$ cat src/stfp_pkg.sv
package stfp_pkg;

    // Parser states.
    typedef enum logic [3:0] {
        ST_SEEK       = 4'd0,
        ST_METHOD     = 4'd1,
        ST_LINE       = 4'd2,
        ST_LINE_CR    = 4'd3,
        ST_KEY        = 4'd4,
        ST_VAL        = 4'd5,
        ST_BLANK_CR   = 4'd6,
        ST_BODY_START = 4'd7,
        ST_BODY_LEN   = 4'd8,
        ST_BODY_NUL   = 4'd9,
        ST_TAIL       = 4'd10
    } parse_state_t;

    // Event codes on event_res.
    localparam logic [3:0] EV_NONE        = 4'd0;
    localparam logic [3:0] EV_FRAME_START = 4'd1;
    localparam logic [3:0] EV_METHOD_CHAR = 4'd2;
    localparam logic [3:0] EV_METHOD_END  = 4'd3;
    localparam logic [3:0] EV_KEY_CHAR    = 4'd4;
    localparam logic [3:0] EV_KEY_END     = 4'd5;
    localparam logic [3:0] EV_VALUE_CHAR  = 4'd6;
    localparam logic [3:0] EV_VALUE_END   = 4'd7;
    localparam logic [3:0] EV_HEADERS_END = 4'd8;
    localparam logic [3:0] EV_BODY_BYTE   = 4'd9;
    localparam logic [3:0] EV_FRAME_END   = 4'd10;
    localparam logic [3:0] EV_ERROR       = 4'd11;

    // Error codes on error_code.
    localparam logic [2:0] ERR_NONE       = 3'd0;
    localparam logic [2:0] ERR_BAD_LINE   = 3'd1;
    localparam logic [2:0] ERR_BAD_METHOD = 3'd2;
    localparam logic [2:0] ERR_BAD_FRAME  = 3'd3;
    localparam logic [2:0] ERR_TOO_BIG    = 3'd4;

    // Character constants.
    localparam logic [7:0] CH_CR        = 8'h0D;
    localparam logic [7:0] CH_LF        = 8'h0A;
    localparam logic [7:0] CH_NUL       = 8'h00;
    localparam logic [7:0] CH_COLON     = 8'h3A;
    localparam logic [7:0] CH_BACKSLASH = 8'h5C;
    localparam logic [7:0] CH_LOWER_N   = 8'h6E;
    localparam logic [7:0] CH_LOWER_R   = 8'h72;
    localparam logic [7:0] CH_LOWER_C   = 8'h63;
    localparam logic [7:0] CH_UPPER_A   = 8'h41;
    localparam logic [7:0] CH_UPPER_Z   = 8'h5A;
    localparam logic [7:0] CH_SPACE     = 8'h20;
    localparam logic [7:0] CH_DEL       = 8'h7F;

    localparam logic [15:0] MAX_TOKEN_LEN_RESET = 16'd4096;

    // Decoded escape: bit 8 says the escape is legal, bits 7:0 hold the character.
    function automatic logic [8:0] decode_escape(input logic [7:0] ch);
        logic [8:0] res;
        case (ch)
            CH_LOWER_N:   res = {1'b1, CH_LF};
            CH_LOWER_R:   res = {1'b1, CH_CR};
            CH_LOWER_C:   res = {1'b1, CH_COLON};
            CH_BACKSLASH: res = {1'b1, CH_BACKSLASH};
            default:      res = {1'b0, CH_NUL};
        endcase
        return res;
    endfunction

endpackage

$ cat src/stomp_frame_parser_unit.sv
// Channel   | Handshake             | Payload
// ----------+-----------------------+--------------------------------------------
// input     | in_valid / in_stall   | data_byte, content_length
// output    | out_valid / out_stall | event_res, char_out, error_code
// config    | cfg_wr_en             | cfg_wr_data (max_token_len)
//
// One byte is taken per cycle while in_stall is low. The parse logic sits between
// the input register and the result register, so a taken byte waits in the input
// register and its result is registered in the result register before it leaves.
// The parse state advances only when a byte moves from the input register
// into the result register, so throughput is one event per cycle while out_stall is low.
// Reset returns the parser to seeking a frame start, with max_token_len 4096.
// A stall on the output fills the input register; in_stall rises only when
// both the input and result registers hold an item and out_stall is high.
module stomp_frame_parser_unit #(
    parameter int BODY_LEN_BITS = 32
) (
    input  logic        clk,
    input  logic        rst_n,

    input  logic        in_valid,
    output logic        in_stall,
    input  logic [7:0]  data_byte,
    input  logic [31:0] content_length,

    output logic        out_valid,
    input  logic        out_stall,
    output logic [3:0]  event_res,
    output logic [7:0]  char_out,
    output logic [2:0]  error_code,

    input  logic        cfg_wr_en,
    input  logic [15:0] cfg_wr_data
);
    import stfp_pkg::*;

    // Input register.
    logic        in_full_reg;
    logic [7:0]  byte_reg;
    logic [31:0] clen_reg;

    // Result register.
    logic        out_valid_reg;
    logic [3:0]  event_reg;
    logic [7:0]  char_reg;
    logic [2:0]  error_reg;

    // Parser state.
    parse_state_t             state_reg, state_next;
    logic                     esc_reg, esc_next;
    logic [15:0]              token_len_reg, token_len_next;
    logic [BODY_LEN_BITS-1:0] body_left_reg, body_left_next;
    logic [15:0]              max_tok_reg;

    logic advance;
    logic fire;
    logic in_accept;

    // Handshake: the pipeline moves when the result register is free or drained.
    assign advance   = !out_valid_reg || !out_stall;
    assign fire      = in_full_reg && advance;
    assign in_stall  = in_full_reg && !advance;
    assign in_accept = in_valid && !in_stall;

    assign out_valid  = out_valid_reg;
    assign event_res  = event_reg;
    assign char_out   = char_reg;
    assign error_code = error_reg;

    // Content length reduced to the body counter width.
    logic [BODY_LEN_BITS-1:0] clen_masked;
    generate
        if (BODY_LEN_BITS >= 32)
        begin : g_clen_wide
            assign clen_masked = BODY_LEN_BITS'(clen_reg);
        end
        else
        begin : g_clen_narrow
            assign clen_masked = clen_reg[BODY_LEN_BITS-1:0];
        end
    endgenerate

    // Configuration register.
    always_ff @(posedge clk or negedge rst_n)
    begin
        if (!rst_n)
        begin
            max_tok_reg <= MAX_TOKEN_LEN_RESET;
        end
        else if (cfg_wr_en)
        begin
            max_tok_reg <= cfg_wr_data;
        end
    end

    // Input register control.
    always_ff @(posedge clk or negedge rst_n)
    begin
        if (!rst_n)
        begin
            in_full_reg <= 1'b0;
        end
        else if (in_accept)
        begin
            in_full_reg <= 1'b1;
        end
        else if (fire)
        begin
            in_full_reg <= 1'b0;
        end
    end

    // Input payload.
    always_ff @(posedge clk)
    begin
        if (in_accept)
        begin
            byte_reg <= data_byte;
            clen_reg <= content_length;
        end
    end

    // Parse logic: event and next state for the byte in the input register.
    logic [3:0]  ev;
    logic [7:0]  ev_ch;
    logic [2:0]  ev_err;
    logic        push_req;
    logic [3:0]  push_ev;
    logic [7:0]  push_ch;
    logic [15:0] push_base;
    logic        do_fail;
    logic [2:0]  fail_code;
    logic        key_go;
    logic        key_esc;
    logic [8:0]  esc_dec;
    logic [7:0]  ch;
    logic        is_upper;
    logic        is_line_end;
    logic [BODY_LEN_BITS-1:0] body_dec;

    always_comb
    begin
        ch             = byte_reg;
        state_next     = state_reg;
        esc_next       = esc_reg;
        token_len_next = token_len_reg;
        body_left_next = body_left_reg;
        ev             = EV_NONE;
        ev_ch          = CH_NUL;
        ev_err         = ERR_NONE;
        push_req       = 1'b0;
        push_ev        = EV_NONE;
        push_ch        = CH_NUL;
        push_base      = token_len_reg;
        do_fail        = 1'b0;
        fail_code      = ERR_NONE;
        key_go         = 1'b0;
        key_esc        = esc_reg;
        esc_dec        = decode_escape(ch);
        is_upper       = (ch >= CH_UPPER_A) && (ch <= CH_UPPER_Z);
        is_line_end    = (ch == CH_LF) || (ch == CH_CR);
        body_dec       = body_left_reg - BODY_LEN_BITS'(1);

        unique case (state_reg)
            ST_SEEK:
            begin
                if (is_line_end || ch == CH_NUL)
                begin
                    ev = EV_NONE;
                end
                else if (is_upper)
                begin
                    esc_next       = 1'b0;
                    body_left_next = '0;
                    state_next     = ST_METHOD;
                    push_req       = 1'b1;
                    push_ev        = EV_FRAME_START;
                    push_ch        = ch;
                    push_base      = '0;
                end
                else
                begin
                    do_fail   = 1'b1;
                    fail_code = ERR_BAD_LINE;
                end
            end
            ST_METHOD:
            begin
                if (is_upper)
                begin
                    push_req = 1'b1;
                    push_ev  = EV_METHOD_CHAR;
                    push_ch  = ch;
                end
                else if (is_line_end)
                begin
                    token_len_next = '0;
                    state_next     = (ch == CH_LF) ? ST_LINE : ST_LINE_CR;
                    ev             = EV_METHOD_END;
                end
                else
                begin
                    do_fail   = 1'b1;
                    fail_code = ERR_BAD_METHOD;
                end
            end
            ST_LINE:
            begin
                if (ch == CH_CR)
                begin
                    state_next = ST_BLANK_CR;
                end
                else if (ch == CH_LF)
                begin
                    state_next = ST_BODY_START;
                    ev         = EV_HEADERS_END;
                end
                else if (ch > CH_SPACE && ch < CH_DEL)
                begin
                    // The first byte of a header line is a key byte.
                    esc_next       = 1'b0;
                    token_len_next = '0;
                    state_next     = ST_KEY;
                    key_go         = 1'b1;
                    key_esc        = 1'b0;
                    push_base      = '0;
                end
                else
                begin
                    do_fail   = 1'b1;
                    fail_code = ERR_BAD_LINE;
                end
            end
            ST_LINE_CR:
            begin
                if (ch == CH_LF)
                begin
                    state_next = ST_LINE;
                end
                else
                begin
                    do_fail   = 1'b1;
                    fail_code = ERR_BAD_LINE;
                end
            end
            ST_KEY:
            begin
                key_go = 1'b1;
            end
            ST_VAL:
            begin
                if (esc_reg)
                begin
                    if (esc_dec[8])
                    begin
                        esc_next = 1'b0;
                        push_req = 1'b1;
                        push_ev  = EV_VALUE_CHAR;
                        push_ch  = esc_dec[7:0];
                    end
                    else
                    begin
                        do_fail   = 1'b1;
                        fail_code = ERR_BAD_FRAME;
                    end
                end
                else if (ch >= CH_SPACE && ch < CH_DEL)
                begin
                    if (ch == CH_BACKSLASH)
                    begin
                        esc_next = 1'b1;
                    end
                    else
                    begin
                        push_req = 1'b1;
                        push_ev  = EV_VALUE_CHAR;
                        push_ch  = ch;
                    end
                end
                else if (is_line_end)
                begin
                    token_len_next = '0;
                    state_next     = (ch == CH_LF) ? ST_LINE : ST_LINE_CR;
                    ev             = EV_VALUE_END;
                end
                else
                begin
                    do_fail   = 1'b1;
                    fail_code = ERR_BAD_FRAME;
                end
            end
            ST_BLANK_CR:
            begin
                if (ch == CH_LF)
                begin
                    state_next = ST_BODY_START;
                    ev         = EV_HEADERS_END;
                end
                else
                begin
                    do_fail   = 1'b1;
                    fail_code = ERR_BAD_LINE;
                end
            end
            ST_BODY_START:
            begin
                if (ch == CH_NUL)
                begin
                    state_next = ST_SEEK;
                    ev         = EV_FRAME_END;
                end
                else if (clen_masked != '0)
                begin
                    body_left_next = clen_masked - BODY_LEN_BITS'(1);
                    state_next     = (clen_masked == BODY_LEN_BITS'(1)) ? ST_TAIL
                                                                        : ST_BODY_LEN;
                    ev             = EV_BODY_BYTE;
                    ev_ch          = ch;
                end
                else
                begin
                    state_next = ST_BODY_NUL;
                    ev         = EV_BODY_BYTE;
                    ev_ch      = ch;
                end
            end
            ST_BODY_LEN:
            begin
                body_left_next = body_dec;
                if (body_dec == '0)
                begin
                    state_next = ST_TAIL;
                end
                ev    = EV_BODY_BYTE;
                ev_ch = ch;
            end
            ST_BODY_NUL:
            begin
                if (ch == CH_NUL)
                begin
                    state_next = ST_SEEK;
                    ev         = EV_FRAME_END;
                end
                else
                begin
                    ev    = EV_BODY_BYTE;
                    ev_ch = ch;
                end
            end
            ST_TAIL:
            begin
                if (ch == CH_NUL)
                begin
                    state_next = ST_SEEK;
                    ev         = EV_FRAME_END;
                end
                else
                begin
                    do_fail   = 1'b1;
                    fail_code = ERR_BAD_FRAME;
                end
            end
            default:
            begin
                do_fail   = 1'b1;
                fail_code = ERR_BAD_FRAME;
            end
        endcase

        // Header key byte, shared by the key state and the start of a line.
        if (key_go)
        begin
            if (key_esc)
            begin
                if (esc_dec[8])
                begin
                    esc_next = 1'b0;
                    push_req = 1'b1;
                    push_ev  = EV_KEY_CHAR;
                    push_ch  = esc_dec[7:0];
                end
                else
                begin
                    do_fail   = 1'b1;
                    fail_code = ERR_BAD_FRAME;
                end
            end
            else if (ch == CH_BACKSLASH)
            begin
                esc_next = 1'b1;
            end
            else if (ch == CH_COLON)
            begin
                token_len_next = '0;
                state_next     = ST_VAL;
                ev             = EV_KEY_END;
            end
            else if (is_line_end)
            begin
                // A key line without a colon is dropped silently.
                token_len_next = '0;
                state_next     = (ch == CH_LF) ? ST_LINE : ST_LINE_CR;
            end
            else if (ch > CH_SPACE && ch < CH_DEL)
            begin
                push_req = 1'b1;
                push_ev  = EV_KEY_CHAR;
                push_ch  = ch;
            end
            else
            begin
                do_fail   = 1'b1;
                fail_code = ERR_BAD_FRAME;
            end
        end

        // Token character append with the length limit.
        if (push_req)
        begin
            if (push_base >= max_tok_reg)
            begin
                do_fail   = 1'b1;
                fail_code = ERR_TOO_BIG;
            end
            else
            begin
                token_len_next = push_base + 16'd1;
                ev             = push_ev;
                ev_ch          = push_ch;
            end
        end

        // Any error reports itself and returns to seeking a frame start.
        if (do_fail)
        begin
            ev             = EV_ERROR;
            ev_ch          = CH_NUL;
            ev_err         = fail_code;
            state_next     = ST_SEEK;
            esc_next       = 1'b0;
            token_len_next = '0;
        end
    end

    // Parser state registers.
    always_ff @(posedge clk or negedge rst_n)
    begin
        if (!rst_n)
        begin
            state_reg     <= ST_SEEK;
            esc_reg       <= 1'b0;
            token_len_reg <= '0;
            body_left_reg <= '0;
        end
        else if (fire)
        begin
            state_reg     <= state_next;
            esc_reg       <= esc_next;
            token_len_reg <= token_len_next;
            body_left_reg <= body_left_next;
        end
    end

    // Result register control.
    always_ff @(posedge clk or negedge rst_n)
    begin
        if (!rst_n)
        begin
            out_valid_reg <= 1'b0;
        end
        else if (fire)
        begin
            out_valid_reg <= 1'b1;
        end
        else if (!out_stall)
        begin
            out_valid_reg <= 1'b0;
        end
    end

    // Result payload.
    always_ff @(posedge clk)
    begin
        if (fire)
        begin
            event_reg <= ev;
            char_reg  <= ev_ch;
            error_reg <= ev_err;
        end
    end

endmodule
$ cat config.mk
export PLATFORM = sky130hd
export DESIGN_NAME = stomp_frame_parser_unit
export DESIGN_NICKNAME = d
export VERILOG_FILES = /design/src/stfp_pkg.sv /design/src/stomp_frame_parser_unit.sv
export SDC_FILE = /design/constraint.sdc
export NUM_CORES = 1
export LEC_CHECK = 0
export BUFFER_PORTS_ARGS = -buffer_cell sky130_fd_sc_hd__buf_2
export CAP_MARGIN = 0
export CORE_ASPECT_RATIO = 1.2
export CORE_MARGIN = 2
export CORE_UTILIZATION = 38
export DETAILED_ROUTE_END_ITERATION = 10
export HOLD_SLACK_MARGIN = 0.06
export PLACE_DENSITY = 0.57
export SETUP_SLACK_MARGIN = 0.2
export SLEW_MARGIN = 20
export SYNTH_ARGS = -nofsm -noshare
export SYNTH_HDL_FRONTEND = slang
export SYNTH_SLANG_ARGS = --single-unit
$ cat constraint.sdc
create_clock -name clk -period 4.1 [get_ports clk]
set_input_delay 0.41 -clock clk [delete_from_list [all_inputs] [get_ports clk]]
set_output_delay 0.41 -clock clk [all_outputs]
set_load 0.1 [all_outputs]
Word-level counts from Yosys, hierarchy flattened
Cells that the tools add are included.

storage, ports and cells
  input bits = 61
  word-level logic and storage cells = 248
  output and inout port bits = 17
  bits in registers = 126

operators by class
  add/subtract/negate cells = 3
  $lt $le $gt $ge = 6
  equal/unequal tests = 23
  mux-type cells = 180
  reduce and logical (&&, ||, !) cells = 24

operators by type and width
  operator                                                                number
  16-bit 2-to-1 mux                                                       17
  4-bit 2-to-1 mux                                                        37
  32-bit 2-to-1 mux                                                       4
  8-bit 2-to-1 mux                                                        16
  32-bit case mux with 3 select lines                                     1
  1-bit 2-to-1 mux                                                        64
  32-bit by 1-bit subtractor with 32-bit output, second input constant    2
  3-bit 2-to-1 mux                                                        16
  16-bit case mux with 3 select lines                                     1
  4-bit case mux with 9 select lines                                      1
  9-bit case mux with 4 select lines                                      1
  32-bit by 1-bit equality test with 1-bit output, second input constant  1
  8-bit by 7-bit equality test with 1-bit output, second input constant   4
  32-bit logical NOT                                                      1
  16-bit case mux with 2 select lines                                     1
  32-bit nonzero test                                                     1
  4-bit case mux with 7 select lines                                      1
  2-bit 2-to-1 mux                                                        12
  8-bit case mux with 3 select lines                                      1
  3-bit case mux with 7 select lines                                      1
  16-bit by 1-bit adder with 16-bit output, second input constant         1
  4-bit by 3-bit equality test with 1-bit output, second input constant   4
  8-bit by 4-bit equality test with 1-bit output, second input constant   2
  16-bit >= comparator                                                    1
  other kinds (26)                                                        45

Longest topological paths before layout
Gate-level depths: netlist (run 1).

  word-level depth = 15
  depth in mapped cells = 16
  gate-level depth less buffers = 13

Least setup slack after synthesis (run 1)
Ideal clock, no wire load.

  path kind = register to register
  start = reg byte_reg[4]
  end = reg token_len_reg[10]
  stages on the path, launching flop included = 16
  arrival time = 3.927 ns
  period minus slack after synthesis = 4.017 ns
  path slack = 0.083 ns
  path buffers = 3
  cells stage by stage = edfxtp_1 -> and4_1 -> clkbuf_1 -> a311o_1 -> buf_2 -> or3_1 -> buf_2 -> and3_1 -> ha_1 -> a2111oi_0 -> o21ai_0 -> a221oi_1 -> o21ai_1 -> a21o_1 -> or4_1 -> o221ai_1

on the way
  cells in the longest elaborated chain, start to end = 15

ends and longest elaborated chain
  item                                                                                               RTL line                        source
  start: declaration                                                                                 stomp_frame_parser_unit.sv:39   logic [7:0] byte_reg;
  start signal: assignment                                                                           stomp_frame_parser_unit.sv:118  byte_reg <= data_byte;
  parallel branches: the longest is 14 deep, another holds 16-bit by 1-bit adder with 16-bit output  -
  16-bit 2-to-1 mux *                                                                                stomp_frame_parser_unit.sv:434  if (do_fail)
  end signal: assignment                                                                             stomp_frame_parser_unit.sv:459  token_len_reg <= token_len_next;
  end: declaration                                                                                   stomp_frame_parser_unit.sv:51   logic [15:0] token_len_reg, token_len_next;

Every way passes the cells marked *.
A chain may end at the register's enable or synchronous reset.

Worst setup path after layout (run 1)
  start = reg byte_reg[2]
  end = reg token_len_reg[0]

Same word-level chain as after synthesis.

==> out/metrics.yaml, run 1 <==
grt:
  antenna_found_initial: 0
  grt_pass1_vias: 7058
  grt_max_degree: 44
  grt_pass1_wl_um: 36300
  grt_usage_pct: 19.7
  grt-ovfl-total: 0
placed_design:
  place_area_um2: 9090
  placed_cells: 1271
  dp_hpwl_um: 15900
  gp_congestion: 0.903
  io_buffers: 77
  pre_cts_slack_ns: 0.200
timing:
  setup_tns_ns: 0
  finalSetupViolCount: 0
  holdWs_ns: 0.158
  drv_slew: 0
  fmax_ghz: 0.266
  worst_pin_slew_ns: 0.894
  rsz0062_at_grt: "false"
  slew_headroom_pct: 40.4
  period_share_pct: 91.7
  finalWorstPathRequiredPeriod_ns: 3.76
  fin_worst_skew_ns: 0.0150
  finalHoldViolCount: 0
  layout_setup_ws_ns: 0.341
detailed_routing:
  drt-pass1-iter-count: 7
  avgViaCountPerCell: 5.80
  avgRoutedWirePerCell_um: 17.2
  drc: 0
  vias: 7630
  wl_um: 22600
  drt_iter0_markers: 664
  drtAntennaViolNets: 0
die:
  start_util_pct: 38.4
  rows: 59
  die_x_um: 139
  io_pins: 78
  die_area_um2: 23000
  die_h_um: 166
  core_um2: 21600
synth:
  synth_area_leader_cell: "dfrtp_1"
  synth.most_common_cell: "nand2_1"
  avgSynthCellArea_um2: 8.81
  yosysWarnings: 0
  synth_async_sr_flop_share_pct: 56.3
  synth_edf_count: 55
  synthFlopType: "dfrtp_1"
  synth_fp_nets: 1020
  yosysSeqAreaShare_pct: 41.5
  synth_common_cells: "nand2_1 (87), o21ai_0 (73), dfrtp_1 (70), nor2_1 (62), edfxtp_1 (55)"
  syn_inst: 938
  yosys.area.top_type_share_pct: 21.2
  synth.distinct_cells: 83
  ys_seq_elements: 126
  yosys-top-cells-area: "dfrtp_1 (21%), edfxtp_1 (20%), o21ai_0 (4.4%), nand2_1 (3.9%), ha_1 (3.2%)"
  synth_area_um2: 8270
clocking:
  clockBufferDepth: 2
  path_clk_slew_ns: 0.06
  cts_htree_levels: 4
  tritoncts: "built"
  clkSinkCount: 126
  cts_root_buffer: "clkbuf_16"
  clkLatencyLatePin_ns: 0.43
  cts_buffers: 17
layout:
  instances_no_fill: 1315
  final_cell_area_um2: 9820
  nets: 1110
  area_growth_pct: 18.8
  post_route_cells_drive_above_1_share_pct: 18.5
  fin_util_pct: 45.6
  n_fill_cell: 2104
  num_antenna_cells: 0
critical_path:
  crit_arrival_ns: 4.07
  start_kind: "register"
  endpoint_kind: "register"
  ff2ff_path_depth: 16
  critPathMaxFanout: 10
  worstSetupPathType: "reg -> reg"
  reg2reg_slack_ns: 0.34
  worstReg2RegStart: "byte_reg[2]"
  cp.required_ns: 4.41
  timing.rr.end: "token_len_reg[0]"
hold_path:
  hp-class: "in -> reg"
  hold_end: "clen_masked[6]"
  holdCritStartpoint: "content_length[6]"
  worstHoldPathCells: 1
outcome:
  outcome: "completed"
pwr:
  finalPower_mw: 5.24
  vdd_drop_max_v: 0.000349
  power.density_nw_per_um2: 533
  power.leakage_nw: 4.01
flow_run:
  maxCapViolations: 0
## critical path, stage by stage, from the launching register on
cell and delay (ns):
edfxtp_1 0.42, and4_1 0.19, a311o_1 0.44, or3_4 0.45
buf_4 0.17, buf_4 0.13, and3_1 0.15, ha_1 0.29
a21o_1 0.16, a21o_1 0.18, a21oi_2 0.18, o21ai_4 0.10
buf_12 0.14, a21oi_1 0.11, buf_4 0.19, nand2_1 0.12
o22ai_1 0.22
## layout by cell type, fill, tap and decap left out, drive strengths merged, types with 7 or more instances in the layout
cell type | Yosys | layout
nor4 | 31 | 31
and3 | 29 | 29
nand3 | 29 | 29
o211ai | 10 | 10
nand4 | 12 | 12
a21oi | 42 | 42
or3 | 15 | 16
nand2 | 87 | 87
clkinv | 3 | 7
a22o | 18 | 18
o21ai | 88 | 88
nor2 | 63 | 63
clkbuf | 42 | 21
o22ai | 22 | 22
a31oi | 10 | 10
buf | 16 | 127
edfxtp | 55 | 55
or4 | 13 | 13
inv | 48 | 53
dfrtp | 70 | 70
a21o | 8 | 8
xnor2 | 23 | 23
xor2 | 16 | 16
and2 | 9 | 9
nor3 | 36 | 36
ha | 21 | 21
## metal layers
metal / up-vias / track usage (%) / wire, um
met5: - / 0 / 0
met4: 0 / 8.08 / 663
met3: 50 / 2.91 / 1120
met2: 271 / 33.8 / 11200
met1: 3597 / 25.0 / 9640
li1: 3712 / - / -
## what timing repair did
item                       in CTS  in global routing
hold buffers                    1                  0
gates cloned                    0                  1
hold endpoints to repair       29                  0
pin swaps                       0                  6
setup endpoints to repair       1                 19
resized for setup               0                  9
setup buffers                   2                  8
## power by group
part	switching [mW]	internal [mW]	leakage, nW	total [mW]
logic	1.43	0.751	2.25	2.18
registers	0.107	1.47	1.48	1.58
clock network	0.591	0.892	0.284	1.48
## cell families after synthesis
| family | Yosys count | share of synthesized area (%) |
|---|---|---|
| buf+inv | 109 | 5.25 |
| mux | 1 | 0.136 |
| fa+ha+maj | 21 | 3.18 |
| xor+xnor | 39 | 4.13 |
| compound gates | 273 | 21.8 |
| flops | 126 | 41.5 |
| simple gates | 369 | 24.0 |
## how the worst max path moves through the flow
stage | from | end | slack [ns]
6_report | byte_reg[2] | token_len_reg[0] | 0.34
3_5_place_dp | byte_reg[2] | token_len_reg[9] | 0.20
3_3_place_gp | byte_reg[2] | token_len_reg[9] | 0.26
2_1_floorplan | byte_reg[4] | token_len_reg[9] | 0.21
5_1_grt | byte_reg[2] | token_len_reg[9] | 0.18
4_1_cts | byte_reg[0] | token_len_reg[9] | 0.27
## final cells by class
cell class / count / area, um^2 / area share (%)
multi-input combinational: 704 / 4500 / 45.8
sequential: 126 / 3430 / 34.9
timing repair buffer: 128 / 783 / 7.97
clock buffer: 21 / 472 / 4.80
tap: 274 / 343 / 3.49
inverter: 51 / 191 / 1.95
clock inverter: 11 / 104 / 1.06
No activity file was read; power rests on OpenSTA's default activity.
==> inputs of run 2 (changes only) <==
--- a/config.mk
+++ b/config.mk
@@ -8,11 +8,11 @@
 export BUFFER_PORTS_ARGS = -buffer_cell sky130_fd_sc_hd__buf_2
 export CAP_MARGIN = 0
 export CORE_ASPECT_RATIO = 1.2
-export CORE_MARGIN = 2
+export CORE_MARGIN = 5
 export CORE_UTILIZATION = 38
 export DETAILED_ROUTE_END_ITERATION = 10
 export HOLD_SLACK_MARGIN = 0.06
-export PLACE_DENSITY = 0.57
+export PLACE_DENSITY = 0.68
 export SETUP_SLACK_MARGIN = 0.2
 export SLEW_MARGIN = 20
 export SYNTH_ARGS = -nofsm -noshare
==> constraint.sdc (replaced) <==
create_clock -name clk -period 4.1 [get_ports clk]
set_input_delay 0.41 -clock clk [delete_from_list [all_inputs] [get_ports clk]]
set_output_delay 0.41 -clock clk [all_outputs]
set_load 0.05 [all_outputs]
==> run 2 against run 1 <==
Final cell count barely moved. Worst setup slack got worse by 0.052 ns. Hold slack worse by 0.0031 ns. Final area rose by 0.11%. Combinational power down 9%. Critical path depth down 2. Sequential power about the same. Routed wire length down 0.26%. Critical path type unchanged. Largest cell class unchanged. Highest routed layer unchanged.
==> out/metrics.yaml, run 2 (same netlist as run 1, synthesis figures left out) <==
outcome:
  outcome: "completed"
timing:
  rsz0062_at_grt: "true"
  period_share_pct: 92.9
  slew_headroom_pct: 30.4
  finalHoldViolCount: 0
  worst_pin_slew_ns: 1.03
  fmax_ghz: 0.262
  drv_slew: 0
  fin_worst_skew_ns: 0.0127
  finalWorstPathRequiredPeriod_ns: 3.81
  setup_tns_ns: 0
  finalSetupViolCount: 0
grt:
  grt_max_degree: 48
  grt-ovfl-total: 0
  grt_pass1_vias: 7096
  grt_pass1_wl_um: 36000
  antenna_found_initial: 0
  grt_usage_pct: 18.2
layout:
  multi_input_area_um2: 4490
  final_cell_mix: "nand2_1 (86), buf_2 (77), o21ai_0 (72), dfrtp_1 (70), nor2_1 (62)"
  regArea_um2: 3430
  final_common_cell: "nand2_1"
  n_fill_cell: 2071
  num_antenna_cells: 0
  area_growth_pct: 19.0
  post_route_cells_drive_above_1_share_pct: 18.7
  fin_util_pct: 45.6
  final_cell_area_um2: 9840
  nets: 1111
placed_design:
  io_buffers: 77
  dp_hpwl_um: 15900
  gp_congestion: 0.923
  place_area_um2: 9070
clocking:
  cts_htree_levels: 4
  clockBufferDepth: 2
  tritoncts: "built"
  cts_buffers: 17
  clkLatencyLatePin_ns: 0.43
  path_clk_slew_ns: 0.06
  cts_root_buffer: "clkbuf_16"
  clkSinkCount: 126
critical_path:
  cpPeakStageDelay_ns: 0.48
  cp.required_ns: 4.27
  worstSetupPathType: "reg -> reg"
  crit_arrival_ns: 3.98
  start_kind: "register"
  cpMaxStageDelayCell: "edfxtp_1"
  cp_cell_sequence: "and2_1 -> a311o_1 -> or3_4 -> buf_4 -> and3_1 -> ha_1 -> nand4_1 -> a211oi_2 -> a221oi_2 -> o21ai_2 -> a21o_1 -> buf_6 -> nor2_1 -> a221o_1"
  critPathMaxFanout: 7
  endpoint_kind: "register"
hold_path:
  hp-class: "in -> reg"
detailed_routing:
  vias: 7672
  drt-pass1-iter-count: 6
  drt_iter0_markers: 883
  avgRoutedWirePerCell_um: 17.1
  drtAntennaViolNets: 0
  wl_um: 22600
  drc: 0
  avgViaCountPerCell: 5.83
pwr:
  power.leakage_nw: 4.02
  power.density_nw_per_um2: 520
  vdd_drop_max_v: 0.000372
  finalPower_mw: 5.11
die:
  rows: 59
  io_pins: 78
  core_um2: 21600
  die_x_um: 145
  die_area_um2: 24800
  start_util_pct: 38.4
  die_h_um: 172
flow_run:
  maxCapViolations: 0
-- run 2: area by class of cell --
class	count	share of cell area (%)
Timing Repair Buffer	129	7.95
Tap cell	274	3.49
Clock buffer	21	4.80
Clock inverter	11	1.35
Sequential cell	126	34.9
Inverter	51	1.95
Multi-Input combinational cell	704	45.6
-- run 2: critical path: cells and delay by family, from the launching register on --
family / cells / cell delay [ns]
adder cells (fa/ha/maj): 1 / 0.31
AO/OA/AOI/OAI: 6 / 1.50
flip-flops: 1 / 0.48
buffers and inverters: 2 / 0.31
AND/OR/NAND/NOR: 5 / 0.96
-- run 2: final timing paths --
check | startpoint | endpoint | slack [ns] | cells past startpoint
max reg2reg | byte_reg[0] | char_out[4] | 0.29 | 14
max in group asynchronous | rst_n | body_left_reg[31] | 2.53 | 3
min in group asynchronous | rst_n | max_tok_reg[9] | 0.53 | 2
max | byte_reg[0] | char_out[4] | 0.29 | 14
min reg2reg | max_tok_reg[12] | max_tok_reg[12] | 0.51 | 2
min | content_length[8] | clen_masked[8] | 0.16 | 1
-- run 2: power breakdown --
group          switching [mW]  internal [mW]  total, mW
sequential              0.112           1.47       1.58
combinational            1.28          0.707       1.99
clock                   0.588          0.954       1.54
total                    1.98           3.13       5.11
-- run 2: timing repair --
item,in CTS,in global routing
buffers inserted,5,9
hold buffers,1,0
resized for setup,0,9
endpoints found under the hold margin,23,0
pin swaps,1,6
setup endpoints to repair,5,22
cloned,0,1
-- run 2: layer usage --
layer / track usage (%) / vias up / share of wire [%]
li1: - / 3725 / -
met1: 23.4 / 3568 / 41
met2: 30.1 / 311 / 48
met3: 3.34 / 68 / 6.7
met4: 7.55 / 0 / 3.4
met5: 0 / - / 0
-- run 2: per-stage QoR --
stage	hold WS, ns	std cells	setup WS, ns
final	0.155	1316	0.289
after global placement	0.439	1268	0.297
after CTS	0.139	1306	0.281
after floorplan	0.114	938	0.213
after global routing	0.139	1316	0.154
after detailed placement	0.446	1268	0.202
